[src/rtl/urs_pkg.sv]
// urs_pkg: types and constants shared by the ultrasonic range sequencer
// item structs, config struct, phase enum, register indexes and reset values
// no dependencies
`default_nettype none

package urs_pkg;

  localparam int PERIOD_W   = 20;
  localparam int TRIG_W     = 8;
  localparam int TIMEOUT_W  = 16;
  localparam int RANGE_W    = 16;
  localparam int ELAPSED_W  = 8;
  localparam int CFG_IDX_W  = 3;
  localparam int CFG_DATA_W = 20;

  localparam logic [PERIOD_W-1:0]  PERIOD_RST  = 20'd100000;
  localparam logic [TRIG_W-1:0]    TRIGGER_RST = 8'd10;
  localparam logic [TIMEOUT_W-1:0] TIMEOUT_RST = 16'd12000;
  localparam logic [RANGE_W-1:0]   MIN_MM_RST  = 16'd20;
  localparam logic [RANGE_W-1:0]   MAX_MM_RST  = 16'd2000;

  // range = echo_us * RANGE_NUM / RANGE_DEN
  localparam logic [63:0] RANGE_NUM = 64'd10;
  localparam logic [63:0] RANGE_DEN = 64'd58;

  typedef enum logic [1:0] {
    PH_IDLE,
    PH_TRIG,
    PH_RISE,
    PH_FALL
  } phase_t;

  typedef enum logic [CFG_IDX_W-1:0] {
    CFG_PERIOD_US  = 3'd0,
    CFG_TRIGGER_US = 3'd1,
    CFG_TIMEOUT_US = 3'd2,
    CFG_MIN_MM     = 3'd3,
    CFG_MAX_MM     = 3'd4
  } cfg_idx_t;

  typedef struct packed {
    logic                 echo_level;
    logic [ELAPSED_W-1:0] elapsed_us;
  } in_item_t;

  typedef struct packed {
    logic               trigger_level;
    logic               range_valid;
    logic [RANGE_W-1:0] range_mm;
    logic               range_timeout;
  } out_item_t;

  typedef struct packed {
    logic trigger_level;
    logic range_valid;
    logic range_timeout;
  } status_t;

  typedef struct packed {
    logic [PERIOD_W-1:0]  period_us;
    logic [TRIG_W-1:0]    trigger_us;
    logic [TIMEOUT_W-1:0] timeout_us;
    logic [RANGE_W-1:0]   min_mm;
    logic [RANGE_W-1:0]   max_mm;
  } cfg_t;

endpackage

`default_nettype wire

[src/rtl/urs_ctrl.sv]
// urs_ctrl: phase state machine and saturating period, phase and echo timers
// updates once per accepted item; depends on urs_pkg
`default_nettype none

module urs_ctrl
  import urs_pkg::*;
#(
  parameter int TIMER_BITS = 17
) (
  input  wire logic                  clk,
  input  wire logic                  rst_n,
  input  wire logic                  accept,
  input  wire in_item_t              item,
  input  wire cfg_t                  cfg,
  output      status_t               status,
  output      logic [TIMER_BITS-1:0] echo_cnt
);

  localparam int CW = (TIMER_BITS > TIMEOUT_W) ? TIMER_BITS : TIMEOUT_W;

  phase_t                  state_r, state_nxt;
  logic [PERIOD_W-1:0]     period_r, period_nxt;
  logic [TIMER_BITS-1:0]   phase_r, phase_nxt;
  logic [TIMER_BITS-1:0]   echo_r, echo_nxt;
  logic                    trigger_r, trigger_nxt;
  logic                    timeout_r, timeout_nxt;
  logic                    done;

  logic [PERIOD_W:0]       period_sum;
  logic [TIMER_BITS:0]     phase_sum;
  logic [TIMER_BITS:0]     echo_sum;
  logic [PERIOD_W-1:0]     period_sat;
  logic [TIMER_BITS-1:0]   phase_sat;
  logic [TIMER_BITS-1:0]   echo_sat;
  logic                    phase_late;
  logic                    echo_late;

  // saturating time advance
  always_comb begin
    period_sum = {1'b0, period_r} + (PERIOD_W+1)'(item.elapsed_us);
    phase_sum  = {1'b0, phase_r} + (TIMER_BITS+1)'(item.elapsed_us);
    echo_sum   = {1'b0, echo_r} + (TIMER_BITS+1)'(item.elapsed_us);
    period_sat = period_sum[PERIOD_W] ? '1 : period_sum[PERIOD_W-1:0];
    phase_sat  = phase_sum[TIMER_BITS] ? '1 : phase_sum[TIMER_BITS-1:0];
    echo_sat   = echo_sum[TIMER_BITS] ? '1 : echo_sum[TIMER_BITS-1:0];
    phase_late = (CW'(phase_sat) > CW'(cfg.timeout_us)) || (&phase_sat);
    echo_late  = (CW'(echo_sat) > CW'(cfg.timeout_us)) || (&echo_sat);
  end

  always_ff @(posedge clk) begin
    if (!rst_n) begin
      state_r   <= PH_IDLE;
      period_r  <= '0;
      phase_r   <= '0;
      echo_r    <= '0;
      trigger_r <= 1'b0;
      timeout_r <= 1'b0;
    end else if (accept) begin
      state_r   <= state_nxt;
      period_r  <= period_nxt;
      phase_r   <= phase_nxt;
      echo_r    <= echo_nxt;
      trigger_r <= trigger_nxt;
      timeout_r <= timeout_nxt;
    end
  end

  always_comb begin
    state_nxt   = state_r;
    period_nxt  = period_sat;
    phase_nxt   = phase_sat;
    echo_nxt    = echo_sat;
    trigger_nxt = trigger_r;
    timeout_nxt = timeout_r;
    done        = 1'b0;
    unique case (state_r)
      PH_IDLE: begin
        if (period_sat >= cfg.period_us) begin
          period_nxt  = '0;
          phase_nxt   = '0;
          trigger_nxt = 1'b1;
          state_nxt   = PH_TRIG;
        end
      end
      PH_TRIG: begin
        if ((phase_sat >= TIMER_BITS'(cfg.trigger_us)) || (&phase_sat)) begin
          trigger_nxt = 1'b0;
          phase_nxt   = '0;
          state_nxt   = PH_RISE;
        end
      end
      PH_RISE: begin
        if (item.echo_level) begin
          echo_nxt  = '0;
          state_nxt = PH_FALL;
        end else if (phase_late) begin
          timeout_nxt = 1'b1;
          state_nxt   = PH_IDLE;
        end
      end
      PH_FALL: begin
        if (!item.echo_level) begin
          timeout_nxt = 1'b0;
          done        = 1'b1;
          state_nxt   = PH_IDLE;
        end else if (echo_late) begin
          timeout_nxt = 1'b1;
          state_nxt   = PH_IDLE;
        end
      end
      default: state_nxt = PH_IDLE;
    endcase
  end

  assign status.trigger_level = trigger_nxt;
  assign status.range_valid   = done;
  assign status.range_timeout = timeout_nxt;
  assign echo_cnt             = echo_sat;

  a_trigger_in_trig: assert property (@(posedge clk) disable iff (!rst_n)
    trigger_r == (state_r == PH_TRIG))
    else $error("trigger level out of step with phase");

  a_hold_when_idle: assert property (@(posedge clk) disable iff (!rst_n)
    !accept |=> $stable(state_r) && $stable(phase_r) && $stable(echo_r))
    else $error("state moved without an accepted item");

endmodule

`default_nettype wire

[src/rtl/urs_range.sv]
// urs_range: echo time to millimetres by reciprocal multiply, then clamp
// product registered, shift and clamp after it; depends on urs_pkg
`default_nettype none

module urs_range
  import urs_pkg::*;
#(
  parameter int TIMER_BITS = 17
) (
  input  wire logic                  clk,
  input  wire logic                  en,
  input  wire logic [TIMER_BITS-1:0] cnt,
  input  wire logic [RANGE_W-1:0]    min_mm,
  input  wire logic [RANGE_W-1:0]    max_mm,
  output      logic [RANGE_W-1:0]    range_mm
);

  // exact floor(cnt*10/58) for every cnt below 2^TIMER_BITS
  localparam int          SHIFT      = TIMER_BITS + 5;
  localparam int          RECIP_W    = TIMER_BITS + 3;
  localparam int          PROD_W     = TIMER_BITS + RECIP_W;
  localparam int          QUO_W      = PROD_W - SHIFT;
  localparam int          CMP_W      = (QUO_W > RANGE_W) ? QUO_W : RANGE_W;
  localparam logic [63:0] RECIP_WIDE =
    ((64'd1 << SHIFT) * RANGE_NUM + RANGE_DEN - 64'd1) / RANGE_DEN;
  localparam logic [RECIP_W-1:0] RECIP = RECIP_WIDE[RECIP_W-1:0];

  logic [PROD_W-1:0] prod_r;
  logic [QUO_W-1:0]  quo;
  logic [CMP_W-1:0]  quo_c;

  always_ff @(posedge clk) begin
    if (en) begin
      prod_r <= PROD_W'(cnt) * PROD_W'(RECIP);
    end
  end

  always_comb begin
    quo   = prod_r[PROD_W-1:SHIFT];
    quo_c = CMP_W'(quo);
    if (quo_c < CMP_W'(min_mm)) begin
      range_mm = min_mm;
    end else if (quo_c > CMP_W'(max_mm)) begin
      range_mm = max_mm;
    end else begin
      range_mm = quo_c[RANGE_W-1:0];
    end
  end

endmodule

`default_nettype wire

[src/rtl/ultrasonic_range_sequencer_top.sv]
// ultrasonic range sequencer: one result item per input item, registered after
// the control step, the range multiply and the clamp into the output register
// one item per cycle sustained while not stalled; the whole pipeline holds while the output
// register is full and stalled, which is the only source of in_stall
// synchronous active-low reset returns to idle, clears timers, range and flag,
// and loads default config; config port always ready
`default_nettype none

module ultrasonic_range_sequencer_top
  import urs_pkg::*;
#(
  parameter int TIMER_BITS = 17
) (
  input  wire logic                  clk,
  input  wire logic                  rst_n,
  input  wire logic                  in_valid,
  output      logic                  in_stall,
  input  wire in_item_t              in_item,
  output      logic                  out_valid,
  input  wire logic                  out_stall,
  output      out_item_t             out_item,
  input  wire logic                  cfg_valid,
  output      logic                  cfg_ready,
  input  wire logic [CFG_IDX_W-1:0]  cfg_index,
  input  wire logic [CFG_DATA_W-1:0] cfg_data
);

  cfg_t                  cfg_r;
  logic                  adv;
  logic                  accept;
  status_t               ctrl_status;
  logic [TIMER_BITS-1:0] ctrl_echo;

  logic                  v1_r, v2_r, out_valid_r;
  status_t               status1_r, status2_r;
  logic [TIMER_BITS-1:0] echo1_r;
  logic [RANGE_W-1:0]    clamped;
  logic [RANGE_W-1:0]    range_sel;
  logic [RANGE_W-1:0]    last_range_r;
  out_item_t             out_item_r;

  assign cfg_ready = 1'b1;

  always_ff @(posedge clk) begin
    if (!rst_n) begin
      cfg_r.period_us  <= PERIOD_RST;
      cfg_r.trigger_us <= TRIGGER_RST;
      cfg_r.timeout_us <= TIMEOUT_RST;
      cfg_r.min_mm     <= MIN_MM_RST;
      cfg_r.max_mm     <= MAX_MM_RST;
    end else if (cfg_valid && cfg_ready) begin
      unique case (cfg_index)
        CFG_PERIOD_US:  cfg_r.period_us  <= cfg_data[PERIOD_W-1:0];
        CFG_TRIGGER_US: cfg_r.trigger_us <= cfg_data[TRIG_W-1:0];
        CFG_TIMEOUT_US: cfg_r.timeout_us <= cfg_data[TIMEOUT_W-1:0];
        CFG_MIN_MM:     cfg_r.min_mm     <= cfg_data[RANGE_W-1:0];
        CFG_MAX_MM:     cfg_r.max_mm     <= cfg_data[RANGE_W-1:0];
        default: ;
      endcase
    end
  end

  assign adv      = !(out_valid_r && out_stall);
  assign in_stall = !adv;
  assign accept   = in_valid && adv;

  urs_ctrl #(
    .TIMER_BITS (TIMER_BITS)
  ) u_ctrl (
    .clk      (clk),
    .rst_n    (rst_n),
    .accept   (accept),
    .item     (in_item),
    .cfg      (cfg_r),
    .status   (ctrl_status),
    .echo_cnt (ctrl_echo)
  );

  urs_range #(
    .TIMER_BITS (TIMER_BITS)
  ) u_range (
    .clk      (clk),
    .en       (adv),
    .cnt      (echo1_r),
    .min_mm   (cfg_r.min_mm),
    .max_mm   (cfg_r.max_mm),
    .range_mm (clamped)
  );

  always_ff @(posedge clk) begin
    if (!rst_n) begin
      v1_r        <= 1'b0;
      v2_r        <= 1'b0;
      out_valid_r <= 1'b0;
    end else if (adv) begin
      v1_r        <= in_valid;
      v2_r        <= v1_r;
      out_valid_r <= v2_r;
    end
  end

  always_ff @(posedge clk) begin
    if (adv) begin
      status1_r  <= ctrl_status;
      echo1_r    <= ctrl_echo;
      status2_r  <= status1_r;
      out_item_r <= '{trigger_level: status2_r.trigger_level,
                      range_valid:   status2_r.range_valid,
                      range_mm:      range_sel,
                      range_timeout: status2_r.range_timeout};
    end
  end

  assign range_sel = status2_r.range_valid ? clamped : last_range_r;

  always_ff @(posedge clk) begin
    if (!rst_n) begin
      last_range_r <= '0;
    end else if (adv && v2_r) begin
      last_range_r <= range_sel;
    end
  end

  assign out_valid = out_valid_r;
  assign out_item  = out_item_r;

  a_good_range_clears_flag: assert property (@(posedge clk) disable iff (!rst_n)
    out_valid_r && out_item_r.range_valid |-> !out_item_r.range_timeout)
    else $error("completed range reported with timeout flag");

  a_range_in_window: assert property (@(posedge clk) disable iff (!rst_n)
    out_valid_r && out_item_r.range_valid && (cfg_r.min_mm <= cfg_r.max_mm)
    |-> (out_item_r.range_mm >= cfg_r.min_mm) && (out_item_r.range_mm <= cfg_r.max_mm))
    else $error("range outside clamp window");

  a_stall_only_when_full: assert property (@(posedge clk) disable iff (!rst_n)
    in_stall |-> out_valid_r)
    else $error("input stalled with empty output register");

  a_last_range_tracks_output: assert property (@(posedge clk) disable iff (!rst_n)
    $past(adv) && $past(v2_r) |-> last_range_r == out_item_r.range_mm)
    else $error("held range differs from delivered range");

endmodule

`default_nettype wire

[config.mk]
export PLATFORM = sky130hd
export DESIGN_NAME = ultrasonic_range_sequencer_top
export DESIGN_NICKNAME = d
export VERILOG_FILES = /design/src/rtl/urs_pkg.sv /design/src/rtl/urs_ctrl.sv /design/src/rtl/urs_range.sv /design/src/rtl/ultrasonic_range_sequencer_top.sv
export SDC_FILE = /design/constraint.sdc
export NUM_CORES = 1
export LEC_CHECK = 0
export BUFFER_PORTS_ARGS = -buffer_cell sky130_fd_sc_hd__buf_2
export CAP_MARGIN = 20
export CORE_UTILIZATION = 53
export DETAILED_ROUTE_END_ITERATION = 10
export PLACE_DENSITY = 0.79
export SYNTH_ARGS = -nofsm -noshare
export SYNTH_HDL_FRONTEND = slang
export SYNTH_SLANG_ARGS = --single-unit
[constraint.sdc]
create_clock -name clk -period 9.2 [get_ports clk]
set_clock_uncertainty 0.1 [all_clocks]
set_input_delay 0.46 -clock clk [delete_from_list [all_inputs] [get_ports clk]]
set_output_delay 0.46 -clock clk [all_outputs]
set_load 0.1 [all_outputs]
==> results.toml <==
[route]
first_pass_iters = 5
drtAntennaViolNets = 0
via_per_inst = 5.72
num_vias = 12900
drc = 0
first_iter_violations = 849
wirelength_mm = 39.2
wire_per_inst_um = 17.4

[worst_setup_path]
reg2regPathDepth = 19
crit_type = "flop to flop"
rrSetupSlack_ns = 3.20
critPathMaxFanout = 6
r2r-end = "u_range.prod_r[33]"
critPathRequiredTime_ns = 9.37
crit_path_end_kind = "flop"
r2r_start = "echo1_r[12]"
cp-start-kind = "flop"
endpoint = "u_range.prod_r[33]"
worst_ep_arrival_time_ns = 6.17
startpoint = "echo1_r[12]"

[clocking]
cts_resized = 0
clk_path_buf_depth = 3
path_clk_slew_ns = 0.06
numCtsBuffers = 24
clock-sinks = 210
htree_levels = 1
worstSkewPairLatency_ns = 0.53
post-cts-setup-buffer-count = 0
cts_root_buffer = "clkbuf_16"
cts_tree = "built"
hold_buffers = 0

[synth]
syn_area_mm2 = 0.0164
synth_top_area_cell = "ha_1"
synth-seq-cells = 210
synth.distinct_cells = 85
synth_common_cells = "ha_1, inv_1, nand2_1"
syn_area_per_cell_um2 = 9.11
yosysMostFrequentCell = "ha_1"
synth_top_cell_area_share = 0.209
synth_nets = 2185
ys_seq_area_frac = 0.291
ys_warn_count = 0
synth_edf_count = 57
synthCells = 1802
ys_top_cells_by_area = "ha_1, dfxtp_1, edfxtp_1"
ys.flop_type = "dfxtp_1"
async_flop_share = 0

[layout]
final_cells = 2252
area_growth_pct = 8.59
layout-drive-gt1-share = 0.0873
fillCellCount = 2544
diodes = 0
post-route-util = 0.585
fin_nets = 2221

[pwr]
switching_share = 0.411
powerDensity_mw_per_mm2 = 250
p_int_mw = 2.62
peakVddDrop_mv = 0.196
p_leak_nw = 8.48
p_clk_frac = 0.222
switchingPower_mw = 1.83
comb_power_share = 0.526
pwr-share-seq = 0.252

[die]
core_region_area_mm2 = 0.0305
die_area_mm2 = 0.0317
die_w_um = 178
start_util = 0.538
rows = 64
fp.dieH_um = 178
io_pins = 59

[place]
hpwl_mm = 30.5
gp_congestion = 0.929
dp_slack_ns = 3.27
dp_cells = 2207
portBuffers = 57

[sta]
postLayoutSetupSlackWorst_ns = 3.20
period_share = 0.652
hold_viol_final = 0
fmax_ghz = 0.167
setup_viol = 0
slew_violations = 0
min_period_ns = 6.00
fin_setup_tns_ns = 0
worst_pin_slew_ns = 1.05
maxSlewHeadroom = 0.297
rsz0062_at_grt = "false"

[global_routing]
grt_max_degree = 64
grt_pass1_vias = 12800
antenna_found_initial = 0
track_usage = 0.258
grt_pass1_wl_mm = 64.7
grt.overflow.total = 0

[min_path]
hp-class = "input port to flop"

[status]
status = "finished, final reports clean"

[job]
cap_viol_max_count = 0
[routing by layer]
layer,global-route usage,share of wire
met1,0.342,0.44
met2,0.432,0.46
met4,0.0915,0.038
met5,0,0
met3,0.0320,0.065
[registers in the layout, summed over array words and instances, names as in the netlist]
register,count
cfg_r,76
out_valid,1
u_ctrl.phase_r,17
out_item,19
u_ctrl.echo_r,17
u_ctrl.trigger_r,1
u_ctrl.timeout_r,1
last_range_r,16
u_ctrl.period_r,20
v1_r,1
u_range.prod_r,15
v2_r,1
status1_r,3
u_ctrl.state_r,2
status2_r,3
echo1_r,17
[critical path, cell delays in order (launching register included)]
cell and delay [ns]:
edfxtp_1 0.50, ha_1 0.36, inv_1 0.05, fa_1 0.48, inv_1 0.06, fa_1 0.53, inv_1 0.06, fa_1 0.51
fa_1 0.52, fa_1 0.54, inv_1 0.04, ha_1 0.20, nor2_1 0.12, o21ai_0 0.11, a211oi_1 0.50, o211a_1 0.24
o21bai_1 0.16, o2111a_1 0.33, nor3_1 0.23, xnor2_1 0.10
[logic make-up after synthesis]
group	after synthesis	share of synthesized area
other	1	0.000228
xor gates and xnor gates	41	0.0219
and+or+nand+nor	462	0.127
muxes	51	0.0327
AOI/OAI and AO/OA	371	0.154
buffers and inverters	320	0.0767
adders and majority gates	346	0.296
DFF	210	0.291
[power groups by stage]
stage	clock network, mW	registers [mW]	logic (mW)
CTS	1.00	1.12	2.35
global placement	0	1.14	2.24
finish	0.991	1.12	2.35
detailed placement	0	1.14	2.33
floorplan	0	1.15	1.75
global route	1.03	1.13	2.72
[metrics by stage]
stage / instance area, µm² / power [mW] / hold slack, ns
6_report: 17800 / 4.46 / 0.0611
5_1_grt: 17800 / 4.88 / 0.0731
4_1_cts: 17800 / 4.48 / 0.0558
3_5_place_dp: 17000 / 3.47 / 0.305
3_3_place_gp: 17000 / 3.38 / 0.304
2_1_floorplan: 16400 / 2.90 / 0.300
[placed cells by master, fill, tap and decap left out, types with 21 or more instances in the layout]
cell type,netlist,routed
o21a_1,21,21
buf_2,8,57
a21oi_1,108,108
nand2_1,225,224
clkbuf_16,0,27
a22o_1,24,24
o211ai_1,33,33
xnor2_1,23,23
nor2_1,83,83
fa_1,71,71
edfxtp_1,57,57
mux2_2,21,21
inv_1,264,263
nand3_1,37,37
dfxtp_1,153,153
mux2i_1,30,30
ha_1,275,275
o21ai_0,48,48
[worst min path at each step]
stage	startpoint	end	slack, ns	cells past startpoint
2_1_floorplan	status2_r[0]	out_item[0]	0.30	0
3_3_place_gp	status1_r[1]	status2_r[1]	0.30	0
3_5_place_dp	status1_r[2]	status2_r[2]	0.30	0
4_1_cts	cfg_data[16]	cfg_r[72]	0.06	3
5_1_grt	cfg_data[16]	cfg_r[72]	0.07	3
6_report	cfg_data[16]	cfg_r[72]	0.06	3
[layout make-up]
cell class / count / area, µm² / share of cell area
flip-flops and latches: 210 / 4770 / 0.268
clock buffers: 35 / 736 / 0.0413
repair buffers: 66 / 357 / 0.0200
well taps: 396 / 495 / 0.0278
multi-input cells: 1272 / 10400 / 0.583
inverters: 264 / 991 / 0.0556
clock inverters: 9 / 88.8 / 0.00498
No activity file was read; power rests on OpenSTA's default activity.
